**config.mk**
```make
export PLATFORM = sky130hd
export DESIGN_NAME = memory_pattern_bit_error_checker_core
export DESIGN_NICKNAME = d
export VERILOG_FILES = /design/src/rtl/mpbec_pkg.sv /design/src/rtl/mpbec_front.sv /design/src/rtl/mpbec_queue.sv /design/src/rtl/mpbec_back.sv /design/src/rtl/memory_pattern_bit_error_checker_core.sv
export SDC_FILE = /design/constraint.sdc
export NUM_CORES = 1
export LEC_CHECK = 0
export BUFFER_PORTS_ARGS = -buffer_cell sky130_fd_sc_hd__clkbuf_2
export CORE_ASPECT_RATIO = 1.5
export CORE_MARGIN = 2
export CORE_UTILIZATION = 30
export CTS_CLUSTER_SIZE = 20
export DETAILED_ROUTE_END_ITERATION = 16
export HOLD_SLACK_MARGIN = 0.02
export PLACE_DENSITY_LB_ADDON = 0.12
export SYNTH_ARGS = -nofsm -noshare
export SYNTH_HDL_FRONTEND = slang
export SYNTH_HIERARCHICAL = 1
export SYNTH_SLANG_ARGS = --single-unit
```
**constraint.sdc**
```tcl
create_clock -name clk -period 5.4 [get_ports clk]
set_clock_uncertainty 0.15 [all_clocks]
set_input_delay 0 -clock clk [delete_from_list [all_inputs] [get_ports clk]]
set_output_delay 0 -clock clk [all_outputs]
set_load 0.05 [all_outputs]
```
**src/rtl/mpbec_pkg.sv**
```systemverilog
// shared types and constants for the memory pattern bit error checker
package mpbec_pkg;

  localparam int ERROR_SLOTS  = 1024;
  localparam int MEMORY_BYTES = 131072;
  localparam int SLOT_W       = 10;
  localparam int ADDR_W       = 17;
  localparam int CODE_W       = 23;
  localparam int CFG_IDX_W    = 2;
  localparam int CFG_DATA_W   = 16;
  localparam int QUEUE_DEPTH  = 4;
  localparam int QPTR_W       = $clog2(QUEUE_DEPTH);
  localparam int QCNT_W       = $clog2(QUEUE_DEPTH + 1);

  localparam logic [7:0]  BYTE_ZERO  = 8'h00;
  localparam logic [7:0]  BYTE_ONES  = 8'hFF;
  localparam logic [15:0] RUN_MAX    = 16'hFFFF;
  localparam logic [7:0]  STEP_RESET = 8'd1;
  localparam logic [15:0] LIMIT_RESET = 16'd100;

  typedef enum logic [1:0] {
    CMD_START = 2'd0,
    CMD_CHECK = 2'd1,
    CMD_END   = 2'd2
  } cmd_t;

  typedef enum logic [CFG_IDX_W-1:0] {
    CFG_PATTERN_START = 2'd0,
    CFG_PATTERN_STEP  = 2'd1,
    CFG_CHIP_ID       = 2'd2,
    CFG_BLANK_LIMIT   = 2'd3
  } cfg_idx_t;

  typedef enum logic [1:0] {
    JOB_STATUS = 2'd0,
    JOB_CHECK  = 2'd1,
    JOB_ABORT  = 2'd2,
    JOB_SAVE   = 2'd3
  } job_kind_t;

  typedef struct packed {
    logic [1:0] command;
    logic [7:0] read_byte;
  } in_t;

  typedef struct packed {
    logic              record_valid;
    logic [CODE_W-1:0] error_code;
    logic [SLOT_W-1:0] slot_index;
    logic [SLOT_W-1:0] next_slot;
    logic              unresponsive;
    logic              pass_aborted;
    logic              last_result;
  } out_t;

  typedef struct packed {
    job_kind_t         kind;
    logic [7:0]        diff;
    logic [CODE_W-4:0] base;
    logic              unresp;
    logic              aborted;
  } job_t;

endpackage

```
**src/rtl/mpbec_front.sv**
```systemverilog
// front end: configuration, pattern tracking, blank run and pass control
module mpbec_front import mpbec_pkg::*; (
  input  logic                  clk,
  input  logic                  rst_n,
  input  logic                  cfg_we,
  input  logic [CFG_IDX_W-1:0]  cfg_index,
  input  logic [CFG_DATA_W-1:0] cfg_wdata,
  input  logic                  in_valid,
  output logic                  in_ready,
  input  in_t                   in_data,
  input  logic                  q_full,
  output logic                  push,
  output job_t                  job
);

  logic [7:0]        start_r;
  logic [7:0]        step_r;
  logic [2:0]        chip_r;
  logic [15:0]       limit_r;
  logic [7:0]        expected_r, expected_nxt;
  logic [ADDR_W-1:0] addr_r, addr_nxt;
  logic [15:0]       run_r, run_nxt;
  logic [7:0]        prev_r, prev_nxt;
  logic              aborted_r, aborted_nxt;
  logic              unresp_r, unresp_nxt;
  logic [ADDR_W:0]   addr_inc;

  assign in_ready = !q_full;
  assign push     = in_valid && in_ready;
  assign addr_inc = {1'b0, addr_r} + 1'b1;

  always_comb begin
    expected_nxt = expected_r;
    addr_nxt     = addr_r;
    run_nxt      = run_r;
    prev_nxt     = prev_r;
    aborted_nxt  = aborted_r;
    unresp_nxt   = unresp_r;
    job.kind     = JOB_STATUS;
    job.diff     = '0;
    job.base     = {chip_r, addr_r};
    case (in_data.command)
      CMD_START: begin
        expected_nxt = start_r;
        addr_nxt     = '0;
        run_nxt      = '0;
        prev_nxt     = BYTE_ZERO;
        aborted_nxt  = 1'b0;
      end
      CMD_CHECK: begin
        if (!aborted_r) begin
          if (run_r >= limit_r) begin
            aborted_nxt = 1'b1;
            unresp_nxt  = 1'b1;
            job.kind    = JOB_ABORT;
          end else begin
            if (prev_r == BYTE_ZERO || prev_r == BYTE_ONES) begin
              if (run_r != RUN_MAX) run_nxt = run_r + 16'd1;
            end else begin
              run_nxt = '0;
            end
            prev_nxt     = in_data.read_byte;
            job.kind     = JOB_CHECK;
            job.diff     = in_data.read_byte ^ expected_r;
            expected_nxt = expected_r + step_r;
            if (addr_inc >= (ADDR_W+1)'(MEMORY_BYTES)) begin
              addr_nxt = '0;
            end else begin
              addr_nxt = addr_inc[ADDR_W-1:0];
            end
          end
        end
      end
      CMD_END: begin
        if (!aborted_r && run_r < limit_r) begin
          unresp_nxt = 1'b0;
          job.kind   = JOB_SAVE;
        end
      end
      default: begin
      end
    endcase
    job.unresp  = unresp_nxt;
    job.aborted = aborted_nxt;
  end

  always_ff @(posedge clk) begin
    if (!rst_n) begin
      start_r <= '0;
      step_r  <= STEP_RESET;
      chip_r  <= '0;
      limit_r <= LIMIT_RESET;
    end else if (cfg_we) begin
      case (cfg_index)
        CFG_PATTERN_START: start_r <= cfg_wdata[7:0];
        CFG_PATTERN_STEP:  step_r  <= cfg_wdata[7:0];
        CFG_CHIP_ID:       chip_r  <= cfg_wdata[2:0];
        CFG_BLANK_LIMIT:   limit_r <= cfg_wdata;
        default: begin
        end
      endcase
    end
  end

  always_ff @(posedge clk) begin
    if (!rst_n) begin
      expected_r <= '0;
      addr_r     <= '0;
      run_r      <= '0;
      prev_r     <= '0;
      aborted_r  <= 1'b0;
      unresp_r   <= 1'b0;
    end else if (push) begin
      expected_r <= expected_nxt;
      addr_r     <= addr_nxt;
      run_r      <= run_nxt;
      prev_r     <= prev_nxt;
      aborted_r  <= aborted_nxt;
      unresp_r   <= unresp_nxt;
    end
  end

endmodule

```
**src/rtl/mpbec_queue.sv**
```systemverilog
// small job queue between front and back
module mpbec_queue import mpbec_pkg::*; (
  input  logic clk,
  input  logic rst_n,
  input  logic push,
  input  job_t push_job,
  output logic full,
  input  logic pop,
  output logic head_valid,
  output job_t head_job
);

  job_t              slots_r [QUEUE_DEPTH];
  logic [QPTR_W-1:0] wr_r;
  logic [QPTR_W-1:0] rd_r;
  logic [QCNT_W-1:0] count_r;

  assign full       = (count_r == QCNT_W'(QUEUE_DEPTH));
  assign head_valid = (count_r != '0);
  assign head_job   = slots_r[rd_r];

  always_ff @(posedge clk) begin
    if (push) slots_r[wr_r] <= push_job;
  end

  always_ff @(posedge clk) begin
    if (!rst_n) begin
      wr_r    <= '0;
      rd_r    <= '0;
      count_r <= '0;
    end else begin
      if (push) wr_r <= wr_r + 1'b1;
      if (pop)  rd_r <= rd_r + 1'b1;
      case ({push, pop})
        2'b10:   count_r <= count_r + 1'b1;
        2'b01:   count_r <= count_r - 1'b1;
        default: count_r <= count_r;
      endcase
    end
  end

endmodule

```
**src/rtl/mpbec_back.sv**
```systemverilog
// back end: slot pointer, per-bit record emission and output register
module mpbec_back import mpbec_pkg::*; (
  input  logic clk,
  input  logic rst_n,
  input  logic head_valid,
  input  job_t head_job,
  output logic pop,
  output logic out_valid,
  input  logic out_ready,
  output out_t out_data
);

  logic [SLOT_W-1:0] ptr_r, ptr_nxt;
  logic [SLOT_W-1:0] saved_r, saved_nxt;
  logic              busy_r, busy_nxt;
  logic [7:0]        rem_r, rem_nxt;
  logic              out_valid_r;
  out_t              out_r, out_nxt;
  logic              fire;
  logic [7:0]        mask;
  logic [7:0]        rest;
  logic [2:0]        bit_num;
  logic [SLOT_W:0]   ptr_inc;

  assign fire      = head_valid && (!out_valid_r || out_ready);
  assign mask      = busy_r ? rem_r : head_job.diff;
  assign rest      = mask & (mask - 8'd1);
  assign ptr_inc   = {1'b0, ptr_r} + 1'b1;
  assign out_valid = out_valid_r;
  assign out_data  = out_r;

  always_comb begin
    bit_num = '0;
    for (int i = 7; i >= 0; i--) begin
      if (mask[i]) bit_num = 3'(i);
    end
  end

  always_comb begin
    ptr_nxt   = ptr_r;
    saved_nxt = saved_r;
    busy_nxt  = 1'b0;
    rem_nxt   = rem_r;
    pop       = fire;
    out_nxt.record_valid = 1'b0;
    out_nxt.error_code   = '0;
    out_nxt.slot_index   = '0;
    out_nxt.unresponsive = head_job.unresp;
    out_nxt.pass_aborted = head_job.aborted;
    out_nxt.last_result  = 1'b1;
    case (head_job.kind)
      JOB_ABORT: ptr_nxt   = saved_r;
      JOB_SAVE:  saved_nxt = ptr_r;
      JOB_CHECK: begin
        if (mask != '0) begin
          out_nxt.record_valid = 1'b1;
          out_nxt.error_code   = {head_job.base, bit_num};
          out_nxt.slot_index   = ptr_r;
          out_nxt.last_result  = (rest == '0);
          ptr_nxt = (ptr_inc >= (SLOT_W+1)'(ERROR_SLOTS)) ? '0 : ptr_inc[SLOT_W-1:0];
          if (rest != '0) begin
            busy_nxt = 1'b1;
            rem_nxt  = rest;
            pop      = 1'b0;
          end
        end
      end
      default: begin
      end
    endcase
    out_nxt.next_slot = ptr_nxt;
  end

  always_ff @(posedge clk) begin
    if (!rst_n) begin
      ptr_r       <= '0;
      saved_r     <= '0;
      busy_r      <= 1'b0;
      out_valid_r <= 1'b0;
    end else begin
      if (fire) begin
        ptr_r   <= ptr_nxt;
        saved_r <= saved_nxt;
        busy_r  <= busy_nxt;
      end
      if (fire) begin
        out_valid_r <= 1'b1;
      end else if (out_ready) begin
        out_valid_r <= 1'b0;
      end
    end
  end

  always_ff @(posedge clk) begin
    if (fire) begin
      rem_r <= rem_nxt;
      out_r <= out_nxt;
    end
  end

endmodule

```
**src/rtl/memory_pattern_bit_error_checker_core.sv**
```systemverilog
// top level of the memory pattern bit error checker
//
//   channel  signals                          carries
//   in       in_valid / in_ready / in_data    one command request
//   out      out_valid / out_ready / out_data one error record or status
//   cfg      cfg_we / cfg_index / cfg_wdata   register write, no wait
//
// a request is taken every cycle while the four-entry job queue has room
// the back end emits one result per cycle unless the output stalls; a byte
// with n differing bits gives n results (at least one) from the single emitter
// reset is synchronous, active low, and clears all control registers
// a stalled output holds its register; the queue takes requests till full
module memory_pattern_bit_error_checker_core import mpbec_pkg::*; (
  input  logic                  clk,
  input  logic                  rst_n,
  input  logic                  cfg_we,
  input  logic [CFG_IDX_W-1:0]  cfg_index,
  input  logic [CFG_DATA_W-1:0] cfg_wdata,
  input  logic                  in_valid,
  output logic                  in_ready,
  input  in_t                   in_data,
  output logic                  out_valid,
  input  logic                  out_ready,
  output out_t                  out_data
);

  logic q_full;
  logic push;
  job_t push_job;
  logic pop;
  logic head_valid;
  job_t head_job;

  mpbec_front u_front (
    .clk       (clk),
    .rst_n     (rst_n),
    .cfg_we    (cfg_we),
    .cfg_index (cfg_index),
    .cfg_wdata (cfg_wdata),
    .in_valid  (in_valid),
    .in_ready  (in_ready),
    .in_data   (in_data),
    .q_full    (q_full),
    .push      (push),
    .job       (push_job)
  );

  mpbec_queue u_queue (
    .clk        (clk),
    .rst_n      (rst_n),
    .push       (push),
    .push_job   (push_job),
    .full       (q_full),
    .pop        (pop),
    .head_valid (head_valid),
    .head_job   (head_job)
  );

  mpbec_back u_back (
    .clk        (clk),
    .rst_n      (rst_n),
    .head_valid (head_valid),
    .head_job   (head_job),
    .pop        (pop),
    .out_valid  (out_valid),
    .out_ready  (out_ready),
    .out_data   (out_data)
  );

endmodule

```
==> metrics.csv <==
metric,value,unit
min-delay worst type,input port to flop,
worst-skew pair later-pin latency,0.56,ns
clock tree buffer depth,3,
Synth Flop Type,edfxtp_1,
clock sinks,299,
Finish-stage setup viols,0,
Rows,95,
"Distinct cells, synth",90,
# DRC,0,
post-layout net count,1324,
initial antenna violation count,0,
Post-synth EDFFs,182,
WP data required,5.70,ns
post-DR vias/cell,4.908,
Synth-to-Final Area Change,18.37,%
CTS tree,done,
Max VDD drop,0.0002333,V
DP HPWL,23420,µm
"Power, Total",7.633,mW
final hold viol count,0,
"commonest cells after routing, fill and taps aside","182 x edfxtp_1, 116 x dfxtp_1, 98 x nand2_1",
RSZ-0062 raised after global routing,false,
CTS buffer count,31,
number of buffers added on ports,81,
crit end category,flop,
syn_nets,1192,
post-route ant nets,0,
final worst-path cycle share,79.81,%
share of layout cells above drive strength 1,16.69,%
Gate Count Post-Synth,1120,
largest net degree at the start of global routing,61,
Worst slew margin,27.24,%
Chip Height,264.2,µm
largest cells by area after synthesis,"edfxtp_1 40%, dfxtp_1 17%, mux4_2 5.0%",
Yosys top cell area share,40.37,%
Finished Cell Area,16030,µm²
Setup Crit Path Kind,flop to flop,
sequential fraction of the synthesis area,57.67,%
Total GRT Usage,14.58,%
WL final,33950,µm
status,"complete, no violations",
clock-pin slew of the registers on the worst-case setup and hold paths,0.06,ns
sum of negative setup slack,0,ns
Slew @ Worst Pin,1.091,ns
Slew Limit Fails,0,
"FFs w/ async S/R, synth",0,%
initial core utilization,30.29,%
P_leak,5.758,nW
Initial DRC Count,421,
Die X-Extent,177.5,µm
"commonest non-fill, non-tap cell in the layout",edfxtp_1,
first-pass GRT wire length,53690,µm
H-Tree Depth,1,
I/O pins,82,
Mapped Area,13540,µm²
drt pass-1 iters,5,
Syn Area/Cell,12.09,µm²
Synth Register Bits,299,
cts repair resizes,0,
postcts setup bufs,0,
post-synth top area cell,edfxtp_1,
core area,44690,µm²
wire length per cell,18.27,µm
vias in the first global route,9389,
max cap viols,0,
Die ar.,46880,µm²
placed cell area,14480,µm²
fmax,232.0,MHz
CTS Root Cell,clkbuf_16,
Diodes inserted,0,
power per cell area,476.3,nW/µm²
crit path time final,4.310,ns
Worst Path Arrival,4.61,ns
worst-path fanout max,17,
# hold bufs at CTS,56,
"Remaining Overflow, GRT",0,
GP Congestion,0.8084,
vias,9119,
Ys Warns,6,
Setup crit start kind,flop,
==> per-layer routing <==
layer	track usage [%]	part of all wire (%)	vias to the layer above
li1	-	-	4449
met4	4.763	2.6	0
met1	16.87	41	4439
met2	27.28	53	183
met3	1.885	3.6	48
met5	0	0	-
==> cell families after synthesis <==
group | share of synthesized area (%)
AOI/OAI and AO/OA | 12.29
xor gates and xnor gates | 1.229
DFF | 57.67
buffers and inverters | 3.383
muxes | 7.985
and+or+nand+nor | 13.58
adders and majority gates | 3.863
==> cell usage after synthesis (4+ instances only) <==
| library cell | number |
|---|---|
| edfxtp_1 | 182 |
| dfxtp_1 | 117 |
| nand2_1 | 98 |
| nor2_1 | 80 |
| a21oi_1 | 64 |
| o21ai_0 | 43 |
| nand3_1 | 41 |
| and2_1 | 40 |
| inv_1 | 38 |
| ha_1 | 37 |
| mux2i_1 | 33 |
| mux4_2 | 30 |
| clkbuf_1 | 28 |
| nor3_1 | 17 |
| xnor2_1 | 16 |
| a21boi_0 | 14 |
| o211ai_1 | 14 |
| o21a_1 | 14 |
| and3_1 | 13 |
| nand4_1 | 12 |
| nor2b_1 | 12 |
| nand2b_1 | 10 |
| a22o_1 | 8 |
| buf_2 | 8 |
| o22a_1 | 8 |
| a211oi_1 | 7 |
| o31ai_1 | 6 |
| or3_1 | 6 |
| or4_1 | 6 |
| a31oi_1 | 5 |
| buf_1 | 5 |
| buf_6 | 5 |
| nand3b_1 | 4 |
| o2111ai_1 | 4 |
| o221a_2 | 4 |
| o31a_1 | 4 |
==> area by class of cell <==
cell class,count,area [µm²]
clock inverter,15,130.1
tap,582,728.2
inverter,40,150.1
clock buffer,42,857.1
timing repair buffer,152,1079
sequential,299,7809
multi-input combinational,728,5273
fill,4486,28670
==> path summary, 6_finish.rpt <==
| check | startpoint | endpoint | slack (ns) | cells after the start |
|---|---|---|---|---|
| min reg2reg | u_front/limit_r[4] | u_front/limit_r[4] | 0.31 | 2 |
| min | cfg_wdata[7] | u_front/step_r[7] | 0.11 | 4 |
| max | u_front/limit_r[13] | u_front/prev_r[3] | 1.09 | 10 |
| max reg2reg | u_front/limit_r[13] | u_front/prev_r[3] | 1.09 | 10 |
==> stage by stage <==
stage	util (%)	instances	hold slack (ns)	worst slack, ns
after floorplan	-	1120	-0.02829	1.819
after global placement	32.39	1745	0.07737	1.195
after detailed placement	32.39	1745	0.08111	1.131
after CTS	35.86	1858	0.07582	1.050
after global routing	35.86	1858	0.1153	0.7953
final	35.86	1858	0.1109	1.090
==> report_power, final <==
part | internal, mW | switching (mW)
logic | 0.687 | 1.71
registers | 2.93 | 0.208
clock network | 1.20 | 0.894
==> flip-flops by register name (all words and copies together) (netlist names), 7 cells and up, named ones only <==
register,count
u_front/addr_r,17
u_front/run_r,16
u_queue/slots_r,128
u_front/start_r,8
u_back/rem_r,7
u_back/out_data,47
u_front/prev_r,8
u_back/saved_r,10
u_front/step_r,8
u_front/expected_r,8
u_back/ptr_r,10
u_front/limit_r,16
==> worst max-delay path: stages, from the launching register on <==
cell           delay (ns)
dfxtp_1              0.33
inv_1                0.05
ha_1                 0.32
a211oi_2             0.18
nor2_1               0.08
or4_4                0.52
a211oi_4             0.66
a21bo_1              0.53
a21oi_1              0.45
a22o_1               0.36
dlygate4sd3_1        0.55
Note: power is estimated with default switching activity, not from simulation.
